`src/tgi_queue.sv`:
```
// small register fifo, head shown combinationally
// no package dependencies
module tgi_queue #(
   parameter int WIDTH = 8,
   parameter int DEPTH = 16
) (
   input  logic             clock,
   input  logic             reset,
   input  logic             push,
   input  logic [WIDTH-1:0] push_data,
   input  logic             pop,
   output logic [WIDTH-1:0] pop_data,
   output logic             empty
);
   localparam int PTR_W = $clog2(DEPTH);

   logic [WIDTH-1:0] mem_ff [DEPTH];
   logic [PTR_W-1:0] wr_ptr_ff, wr_ptr_in, rd_ptr_ff, rd_ptr_in;
   logic [PTR_W:0]   count_ff, count_in;

   always_comb begin
      wr_ptr_in = push ? wr_ptr_ff + PTR_W'(1) : wr_ptr_ff;
      rd_ptr_in = pop ? rd_ptr_ff + PTR_W'(1) : rd_ptr_ff;
      count_in  = count_ff + (PTR_W+1)'(push) - (PTR_W+1)'(pop);
   end

   always_ff @(posedge clock) begin
      if (reset) begin
         wr_ptr_ff <= '0;
         rd_ptr_ff <= '0;
         count_ff  <= '0;
      end else begin
         wr_ptr_ff <= wr_ptr_in;
         rd_ptr_ff <= rd_ptr_in;
         count_ff  <= count_in;
      end
   end

   always_ff @(posedge clock) begin
      if (push) begin
         mem_ff[wr_ptr_ff] <= push_data;
      end
   end

   assign pop_data = mem_ff[rd_ptr_ff];
   assign empty    = (count_ff == '0);
endmodule

```
`config.mk`:
```
export PLATFORM = sky130hd
export DESIGN_NAME = tgi_queue
export DESIGN_NICKNAME = d
export VERILOG_FILES = /design/src/tgi_queue.sv
export SDC_FILE = /design/constraint.sdc
export NUM_CORES = 1
export LEC_CHECK = 0
export BUFFER_PORTS_ARGS = -buffer_cell sky130_fd_sc_hd__buf_2
export CAP_MARGIN = 20
export CORE_ASPECT_RATIO = 1.75
export CORE_UTILIZATION = 65
export DETAILED_ROUTE_END_ITERATION = 10
export PLACE_DENSITY = 0.83
export SYNTH_ARGS = -nofsm -noshare
export SYNTH_HDL_FRONTEND = slang
export SYNTH_SLANG_ARGS = --single-unit
export TNS_END_PERCENT = 100
```
`constraint.sdc`:
```
create_clock -name clock -period 4.25 [get_ports clock]
set_input_delay 0.2125 -clock clock [delete_from_list [all_inputs] [get_ports clock]]
set_output_delay 0.2125 -clock clock [all_outputs]
set_load 0.05 [all_outputs]
```
# --- Word-level counts from Yosys, hierarchy flattened ---
# Memory sizes are Yosys's and may differ from the RTL's. A register that Yosys moved wholly into a read port is not among the register bits.
# Index checks and enable logic that the tools add are counted.
totals:
  reg_bits: 13
  ram_bits: 128
  word_cells: 13
  mem_count: 1
memory_table:
  columns: ["name", "depth", "word_bits", "rd", "rd_clocked_by_memory_dff", "write_ports", "line_no", "text"]
  rows:
  - ["mem_ff", 16, 8, 1, 1, 1, "17", "logic [WIDTH-1:0] mem_ff [DEPTH];"]
classes:
  addsub: 4
  muxes: 4
  reduce_logical: 1
ops:
  columns: ["cell", "n"]
  rows:
  - ["$add A4 B1 Y4 const B", 2]
  - ["$mux W4", 2]
  - ["$add A5 B1 Y5", 1]
  - ["$logic_not A5 Y1", 1]
  - ["$sub A5 B1 Y5", 1]
  - ["$mux W1", 2]

# --- Depth between registers and ports, before layout ---
# Gate-level depths: netlist of the first run.
logic_depth:
  ltp_word: 3
  mapped_depth: 9
  depth_no_buf: 9

# --- Worst setup path after synthesis of the first run ---
# OpenSTA, ideal clock, no wires.
synth_timing:
  path_type: "flip-flop to output port"
  startpoint: "register count_ff[3]"
  endpoint: "output empty"
  arrival_time_ns: 2.090
  required_ns: 4.038
  path_slack_ns: 1.947
  path_stages_with_launch: 4
  n_path_buf: 0
  path_cell_list: "dfxtp_1 inv_1 ha_1 nor4b_1"
synth_via:
  elab_chain_cells: 1
synth_rtl:
  columns: ["element", "line_no", "text"]
  rows:
  - ["from (decl)", "19", "logic [PTR_W:0] count_ff, count_in;"]
  - ["from (signal assigned)", "35", "count_ff <= count_in;"]
  - ["$logic_not A5 Y1", "46", "assign empty = (count_ff == '0);"]
  - ["to (decl)", "13", "output logic empty"]
# Every way passes these cells.

==> impl_metrics.csv, run 1 <==
group,metric,value,unit
run_status,status,"completed",
clocking,cts_resized,0,
layout,fin_cells,454,
global_route,grt_pass1_wl,17070,µm
floorplanning,rows,45,
global_route,grt_pass1_vias,3014,
drt,wire_per_inst,25.90,µm
drt,vias,2827,
power_and_ir_drop,sw_frac_of_total,0.2291,
sta,setup_viol_count_final,0,
drt,firstDrtPassIters,4,
sta,fin_worst_skew,0.004465,ns
layout,diodes,0,
critical_path,r2r_cells,9,
yosys,synth-seq-area-share,0.7263,
critical_path,r2r_end,"count_ff[4]",
critical_path,cp-end-kind,"output port",
placed_design,port_buffers,20,
critical_path,cp-start-kind,"flop",
power_and_ir_drop,ir_drop,0.0005752,V
drt,vias_per_cell,6.227,
yosys,synth_nets,318,
yosys,syn_inst,294,
layout,postLayoutCellArea,0.006606,mm²
yosys,synth_cell_types,31,
sta,worst_slew_pin_slew,0.9103,ns
yosys,yosysTopAreaCell,"edfxtp_1",
yosys,synth_edf_count,128,
clocking,post_cts_buffers,0,
drt,ant_nets,0,
power_and_ir_drop,p_comb_frac,0.102,
placed_design,dp.cells,421,
clocking,cts_sinks,145,
critical_path,worstPathRequired,4.04,ns
power_and_ir_drop,p_sw,0.8283,mW
sta,finalSetupTns,0,ns
global_route,grt_max_degree,33,
drt,totalWireLength,11760,µm
power_and_ir_drop,power_frac_clock,0.451,
clocking,clock_tree.buffer_depth,2,
critical_path,r2r-start,"count_ff[0]",
layout,fin_nets,348,
layout,synthToLayoutAreaGrowth,14.68,%
yosys,netlist.area_leader.share,0.6672,
floorplanning,die_area,0.009258,mm²
run,drv_cap,0,
sta,fmax,404.7,MHz
clocking,htreeDepth,4,
layout,fill_cells,487,
sta,fin_crit_sh,0.5814,
critical_path,ff2ff_setup_slack,2.18,ns
drt,drtIter0Drc,287,
sta,slew_headroom,0.3919,
placed_design,hpwl,6744,µm
sta,hold_viol,0,
clocking,cts-root-buf,"clkbuf_16",
sta,rsz0062_at_grt,"false",
global_route,gr-usage-all-layers,0.2835,
yosys,ys.warnings.count,0,
layout,drive_above_1_share,0.2166,
clocking,holdBufCountCts,0,
yosys,synth_flop_cell,"edfxtp_1",
floorplanning,core-area,0.008615,mm²
yosys,ys_top_cells_by_area,"edfxtp_1 (67%), mux4_2 (7.0%), mux4_1 (6.4%)",
yosys,yosys_register_bits,145,
yosys,avgSynthCellArea,19.59,µm²
clocking,numCtsBuffers,17,
global_route,antenna_found_initial,0,
power_and_ir_drop,totalPowerFinal,3.615,mW
clocking,insertion_delay,0.42,ns
power_and_ir_drop,p_int,2.787,mW
clocking,cts_tree,"yes",
critical_path,worstSetupPathType,"flop to output port",
floorplanning,die_w,73.17,µm
floorplanning,ioPinCount,21,
floorplanning,die_h,126.5,µm
power_and_ir_drop,p_seq_frac,0.446,
floorplanning,start_util,0.6687,
sta,timing.final.max_slew_violations,0,
placed_design,dpl_cell_area,0.005931,mm²
critical_path,crit_arrival,2.26,ns
yosys,synth_commonest_cells,"edfxtp_1 (128), mux4_2 (18), and2_1 (17), dfxtp_1 (17), a22oi_1 (16)",
sta,finalCriticalPeriod,2.471,ns
yosys,synthArstFlopShare,0,
placed_design,place_congestion,0.7557,
min_path,hp-class,"primary input to flop",
critical_path,crit_path_end,"pop_data[4]",
critical_path,worstPathMaxFanout,28,
yosys,yosysMostFrequentCell,"edfxtp_1",
global_route,grt_overflow_total,0,
yosys,syn_area,0.005761,mm²
power_and_ir_drop,p_per_area,547.2,mW/mm²
drt,drc,0,
power_and_ir_drop,leakage,2.267,nW
clocking,path_clk_slew,0.06,ns
worst max-delay path, stage by stage, from the launching register on:
cell,delay [ns]
dfxtp_2,0.42
buf_12,0.25
mux4_1,0.61
a22oi_1,0.22
nand2_1,0.10
buf_2,0.23
worst min-delay path by stage:
stage,startpoint,to,cells past startpoint
global route,reset,wr_ptr_ff[0],2
finish,reset,wr_ptr_ff[0],2
floorplan,reset,count_ff[4],1
CTS,reset,flop,2
detailed placement,rd_ptr_ff[3],flop,2
global placement,rd_ptr_ff[3],flop,2
cell type report:
cell class / instances / area [µm²] / area share
Sequential cell: 145 / 4185 / 0.6335
Multi-Input combinational cell: 129 / 1454 / 0.2201
Clock buffer: 17 / 425.4 / 0.06439
Clock inverter: 15 / 230.2 / 0.03485
Tap cell: 117 / 146.4 / 0.02216
Timing Repair Buffer: 23 / 135.1 / 0.02045
Inverter: 8 / 30.03 / 0.004545
layout by cell type, fill, tap and decap left out, types with 3 or more instances in the layout:
master and count:
mux4_2 18, buf_2 20, nand2_1 11, clkinv_4 3, ha_1 11, mux4_1 14
nor2b_1 3, bufinv_16 5, clkbuf_16 17, and2_1 17, xor2_1 5, inv_6 4
edfxtp_1 128, xnor2_1 4, dfxtp_1 16, a21oi_1 3, inv_1 8, a22oi_1 16
nor2_1 14
flip-flops by register name, summed over array words and instances, names as in the netlist, named ones only:
register   flops
rd_ptr_ff      4
wr_ptr_ff      4
count_ff       5
mem_ff       128
stage by stage:
| stage | hold WS [ns] | util | setup slack [ns] |
|---|---|---|---|
| finish | 0.1369 | 0.7669 | 1.779 |
| global route | 0.1361 | 0.7669 | 1.727 |
| CTS | 0.1287 | 0.7646 | 1.336 |
| detailed placement | 0.5204 | 0.6885 | 1.800 |
| global placement | 0.5140 | 0.6885 | 1.776 |
| floorplan | 0.2816 | - | 1.947 |
metal layers:
| metal | global-route usage | share of wire |
|---|---|---|
| met5 | 0 | 0 |
| met1 | 0.3128 | 0.35 |
| met4 | 0.1719 | 0.033 |
| met2 | 0.4880 | 0.57 |
| met3 | 0.06195 | 0.040 |
power by group through the flow:
stage | clock network [mW] | logic (mW) | registers [mW]
2_1_floorplan | 0 | 0.285 | 1.63
3_3_place_gp | 0 | 0.332 | 1.65
3_5_place_dp | 0 | 0.343 | 1.66
4_1_cts | 1.64 | 0.353 | 1.63
5_1_grt | 1.70 | 0.397 | 1.62
6_report | 1.63 | 0.370 | 1.61
cell families after synthesis:
logic type | after synthesis | share of synthesized area
compound gates | 21 | 0.02563
fa+ha+maj | 12 | 0.02737
flops | 145 | 0.7263
buf+inv | 20 | 0.02129
xor+xnor | 9 | 0.01368
mux | 34 | 0.1377
simple gates | 53 | 0.04800
Power figures use the tool's default switching activity.
==> run 2, diff against run 1 <==
Settings changed: CORE_UTILIZATION 65 to 61, PLACE_DENSITY 0.83 to 0.79.
Clock period 4.25 ns to 2.4 ns, I/O delays scaled along.
==> run 2 against run 1 <==
Critical path depth did not move. Clock power rose by 65%. Die area rose by 6.4%. Sequential cell count did not move. Final area barely moved. Routed wire length fell by 4.1%. Clock skew rose by 0.0037 ns. Sequential share of layout area barely moved. Sequential power rose by 77%. Utilization fell by 4.0 points. Count of clock-buffer cells in the layout rose by 2. First-iteration DRC count fell by 32%.
==> impl_metrics.csv, run 2 (synthesized netlist as in run 1, its figures left out) <==
group,metric,value,unit
critical_path,worstPathRequired,2.28,ns
clocking,numCtsBuffers,17,
sta,worst_slew_pin_slew,0.7289,ns
layout,multi_input_area,0.001454,mm²
layout,diodes,0,
sta,slew_headroom,0.5123,
critical_path,crit_arrival,2.19,ns
clocking,insertion_delay,0.42,ns
drt,totalWireLength,11280,µm
global_route,grt_pass1_vias,3019,
min_path,hp-class,"primary input to flop",
layout,synthToLayoutAreaGrowth,14.79,%
sta,setup_viol_count_final,0,
critical_path,cpPeakStageDelay,0.53,ns
floorplanning,core-area,0.009094,mm²
drt,vias,2879,
critical_path,ff2ff_setup_slack,0.36,ns
sta,fin_worst_skew,0.008187,ns
sta,finalSetupTns,0,ns
floorplanning,ioPinCount,21,
drt,firstDrtPassIters,6,
layout,seq_area,0.004188,mm²
global_route,antenna_found_initial,0,
run_status,status,"completed",
sta,hold_viol,0,
global_route,gr-usage-all-layers,0.2612,
placed_design,place_congestion,0.7604,
clocking,cts_tree,"yes",
floorplanning,start_util,0.6335,
critical_path,crit_slowest_cell,"mux4_2",
run,drv_cap,0,
critical_path,critical_path.top_delay_family,"buffers and inverters",
layout,largest_reg_flops,128,
clocking,htreeDepth,4,
placed_design,hpwl,6859,µm
layout,fill_cells,559,
clocking,clock_tree.buffer_depth,2,
power_and_ir_drop,p_per_area,940.5,mW/mm²
placed_design,port_buffers,20,
sta,timing.final.max_slew_violations,0,
critical_path,cp-end-kind,"output port",
global_route,grt_pass1_wl,16960,µm
critical_path,worstSetupPathType,"flop to output port",
drt,wire_per_inst,24.46,µm
clocking,cts_sinks,145,
floorplanning,die_area,0.009852,mm²
floorplanning,rows,46,
global_route,grt_max_degree,33,
layout,final_common_cell,"edfxtp_1",
critical_path,crit_chain,"bufbuf_16, mux4_2, a22oi_1, nand2_1, buf_2",
power_and_ir_drop,totalPowerFinal,6.219,mW
drt,ant_nets,0,
layout,fin_nets,352,
floorplanning,die_h,130.6,µm
drt,vias_per_cell,6.245,
sta,finalCriticalPeriod,2.309,ns
power_and_ir_drop,ir_drop,0.0008429,V
layout,regMostFlops,"mem_ff",
critical_path,worstPathMaxFanout,13,
floorplanning,die_w,75.46,µm
power_and_ir_drop,leakage,2.273,nW
layout,final_cell_mix,"edfxtp_1 (128), buf_2 (20), mux4_2 (18)",
global_route,grt_overflow_total,0,
drt,drtIter0Drc,196,
critical_path,worst-path-buf-inv,2,
sta,fin_crit_sh,0.9620,
clocking,holdBufCountCts,0,
critical_path,cp-start-kind,"flop",
layout,largestRegisters,"mem_ff: 128 flops, count_ff: 5 flops",
layout,drive_above_1_share,0.2082,
clocking,cts-root-buf,"clkbuf_16",
drt,drc,0,
sta,fmax,433.1,MHz
clocking,path_clk_slew,0.06,ns
==> run 2: cell count changes in the layout (fill, tap and decap cells not counted) <==
cell       previous run  this run
clkbuf_1              0         2
buf_4                 2         5
dfxtp_2               1         0
bufbuf_16             0         1
clkinv_2              0         1
inv_6                 4         0
bufinv_16             5         4
clkinv_1              1         5
dfxtp_4               0         1
clkinv_4              3         1
==> run 2: timing repair <==
item	in CTS	in global routing
resized for setup	1	0
pin swaps	0	0
setup buffers	0	3
endpoints found under the setup margin	1	5
hold endpoints to repair	0	0
gates cloned	1	0
==> run 2: through the flow <==
stage                     cell area [µm²]  worst slack (ns)    util  hold WS, ns  std cells
final                                6613           0.09115  0.7272      0.03529        461
after global routing                 6613         -0.005691  0.7272      0.05787        461
after CTS                            6590           0.01987  0.7247      0.03458        458
after detailed placement             5954            0.3678  0.6548       0.4682        425
after global placement               5954            0.4405  0.6548       0.4623        425
after floorplan                      5761            0.1896       -       0.1891        294
==> run 2: final timing paths <==
kind / start / end / depth (start not counted)
max reg2reg: count_ff[0] / count_ff[4] / 9
max: flop / pop_data[5] / 5
min reg2reg: rd_ptr_ff[3] / flop / 2
min: reset / wr_ptr_ff[3] / 2
==> run 2: per-layer routing <==
metal	vias to the layer above	routed length, µm	global-route usage
met5	-	0	0
met4	0	442	0.1460
met1	1481	4126	0.2862
li1	1246	-	-
met3	36	430	0.06135
met2	116	6276	0.4548
==> run 2: cell type report <==
cell class / count / share of cell area
multi-input combinational: 129 / 0.2199
clock inverter: 13 / 0.02535
timing repair buffer: 27 / 0.02876
sequential: 145 / 0.6333
clock buffer: 19 / 0.06547
tap: 120 / 0.02271
inverter: 8 / 0.004541
==> run 2: where the power goes <==
group	internal (mW)	leakage (nW)	switching (mW)
clock network	1.72	0.285	0.971
logic	0.284	0.691	0.392
registers	2.81	1.30	0.0414
total	4.81	2.27	1.40
==> run 2: worst register-to-register path, cell delays in order (launching register included) <==
cell     delay [ns]
dfxtp_1        0.32
inv_1          0.05
ha_1           0.26
inv_1          0.04
ha_1           0.19
fa_1           0.40
a21oi_1        0.15
nor2_1         0.06
or3_1          0.34
a21oi_1        0.15
==> run 3, diff against run 2 <==
Settings changed: CORE_UTILIZATION 61 to 65, CTS_BUF_LIST set to sky130_fd_sc_hd__clkbuf_4 sky130_fd_sc_hd__clkbuf_8, PLACE_DENSITY 0.79 to 0.83.
Clock period 2.4 ns to 3 ns, I/O delays scaled along.
==> run 3 against run 2 <==
Non-clock buffer count is 3 lower. Clock power decreased by 36%. Total power fell by 27%. Hold slack better by 0.013 ns. Largest power group unchanged. Critical path type unchanged.
==> impl_metrics.csv, run 3 (synthesized netlist as in run 1, its figures left out) <==
group,metric,value,unit
critical_path,worstPathMaxFanout,11,
drt,drc,0,
power_and_ir_drop,p_int,3.468,mW
placed_design,port_buffers,20,
clocking,numCtsBuffers,17,
critical_path,crit_arrival,2.45,ns
sta,finalCriticalPeriod,2.601,ns
floorplanning,core-area,0.008615,mm²
clocking,path_clk_slew,0.08,ns
sta,timing.final.max_slew_violations,0,
global_route,grt_pass1_wl,16270,µm
clocking,holdBufCountCts,0,
global_route,busiest_layer,"met2",
clocking,cts_sinks,145,
global_route,grt_pass1_vias,2924,
drt,drtIter0Drc,221,
critical_path,cp-start-kind,"flop",
sta,hold_viol,0,
sta,fmax,384.4,MHz
layout,final_cell_mix,"edfxtp_1 (128), buf_2 (20), mux4_2 (18), clkbuf_8 (18), and2_1 (17)",
critical_path,crit_slowest_cell,"dfxtp_2",
global_route,gr-usage-all-layers,0.2658,
global_route,grt_overflow_total,0,
sta,slew_headroom,0.4810,
layout,postLayoutCellArea,0.006417,mm²
placed_design,place_congestion,0.7351,
sta,rsz0062_at_grt,"false",
critical_path,worstSetupPathType,"flop to output port",
placed_design,hpwl,6641,µm
clocking,htreeDepth,4,
drt,totalWireLength,10740,µm
global_route,use_met2,0.4210,
layout,regMostFlops,"mem_ff",
sta,fin_worst_skew,0.01069,ns
global_route,grt_max_degree,33,
clocking,insertion_delay,0.44,ns
floorplanning,ioPinCount,21,
layout,fin_util,0.7450,
global_route,use_met1,0.3206,
layout,synthToLayoutAreaGrowth,11.40,%
floorplanning,rows,45,
power_and_ir_drop,leakage,2.179,nW
drt,wire_per_inst,23.60,µm
sta,finalSetupTns,0,ns
layout,fin_nets,349,
sta,worst_slew_pin_slew,0.7756,ns
power_and_ir_drop,p_sw,1.045,mW
layout,final_common_cell,"edfxtp_1",
floorplanning,die_w,73.17,µm
layout,largest_reg_flops,128,
min_path,hp-class,"primary input to flop",
run,drv_cap,0,
clocking,post_cts_buffers,0,
power_and_ir_drop,power_frac_clock,0.380,
power_and_ir_drop,p_seq_frac,0.505,
floorplanning,die_area,0.009258,mm²
layout,drive_above_1_share,0.2189,
sta,setup_viol_count_final,0,
critical_path,crit_chain,"buf_4, mux4_2, a22oi_1, nand2_1, buf_2",
drt,vias,2803,
floorplanning,start_util,0.6687,
power_and_ir_drop,p_per_area,703.2,mW/mm²
layout,diodes,0,
drt,firstDrtPassIters,5,
power_and_ir_drop,p_comb_frac,0.114,
clocking,cts_tree,"yes",
run_status,status,"completed",
placed_design,dpl_cell_area,0.005958,mm²
global_route,antenna_found_initial,0,
critical_path,worstPathRequired,2.85,ns
sta,fin_crit_sh,0.8671,
drt,vias_per_cell,6.160,
critical_path,cp-end-kind,"output port",
clocking,cts_resized,0,
layout,largestRegisters,"mem_ff: 128 flops, count_ff: 5 flops",
power_and_ir_drop,ir_drop,0.0004929,V
clocking,clock_tree.buffer_depth,2,
floorplanning,die_h,126.5,µm
critical_path,cpPeakStageDelay,0.56,ns
clocking,cts-root-buf,"clkbuf_8",
drt,ant_nets,0,
power_and_ir_drop,sw_frac_of_total,0.2315,
layout,fin_cells,455,
global_route,use_met3,0.07307,
layout,fill_cells,497,
placed_design,dp.cells,423,
run 3: per-layer routing:
metal	wire length [µm]	up-vias
met1	3925	1422
met5	0	-
met4	410	0
met2	5767	117
met3	634	29
li1	-	1235
run 3: worst paths after layout:
kind / start / end / cells past startpoint / slack (ns)
worst max register to register: count_ff[0] / count_ff[4] / 9 / 0.93
worst max-delay path: flop / pop_data[6] / 5 / 0.40
worst min register to register: rd_ptr_ff[3] / flop / 2 / 0.56
worst min-delay path: reset / wr_ptr_ff[1] / 2 / 0.05
run 3: power by group through the flow:
stage	sequential, mW	combinational (mW)	clock [mW]
CTS	2.28	0.521	1.73
global placement	2.32	0.494	0
finish	2.28	0.515	1.72
detailed placement	2.33	0.516	0
global route	2.29	0.560	1.81
floorplan	2.31	0.404	0
run 3: through the flow:
step,power [mW],setup WS [ns],hold slack [ns]
floorplan,2.716,0.7596,0.2191
global placement,2.817,0.9555,0.4910
detailed placement,2.842,0.8953,0.5043
CTS,4.536,0.3403,0.03357
global route,4.655,0.2781,0.03533
finish,4.513,0.3986,0.04780
run 3: final cells by class:
cell class                      instances  area [µm²]  area share
Inverter                                8       30.03    0.004679
Timing Repair Buffer                   24       142.6     0.02223
Tap cell                              117       146.4     0.02281
Clock inverter                         14       211.5     0.03295
Multi-Input combinational cell        129        1454      0.2266
Sequential cell                       145        4185      0.6522
Clock buffer                           18       247.7     0.03860
run 3: critical path: cells and delay by family, from the launching register on:
kind / cells / cell delay, ns
simple gates: 1 / 0.12
mux: 1 / 0.55
flops: 1 / 0.56
compound gates: 1 / 0.24
buf+inv: 2 / 0.53
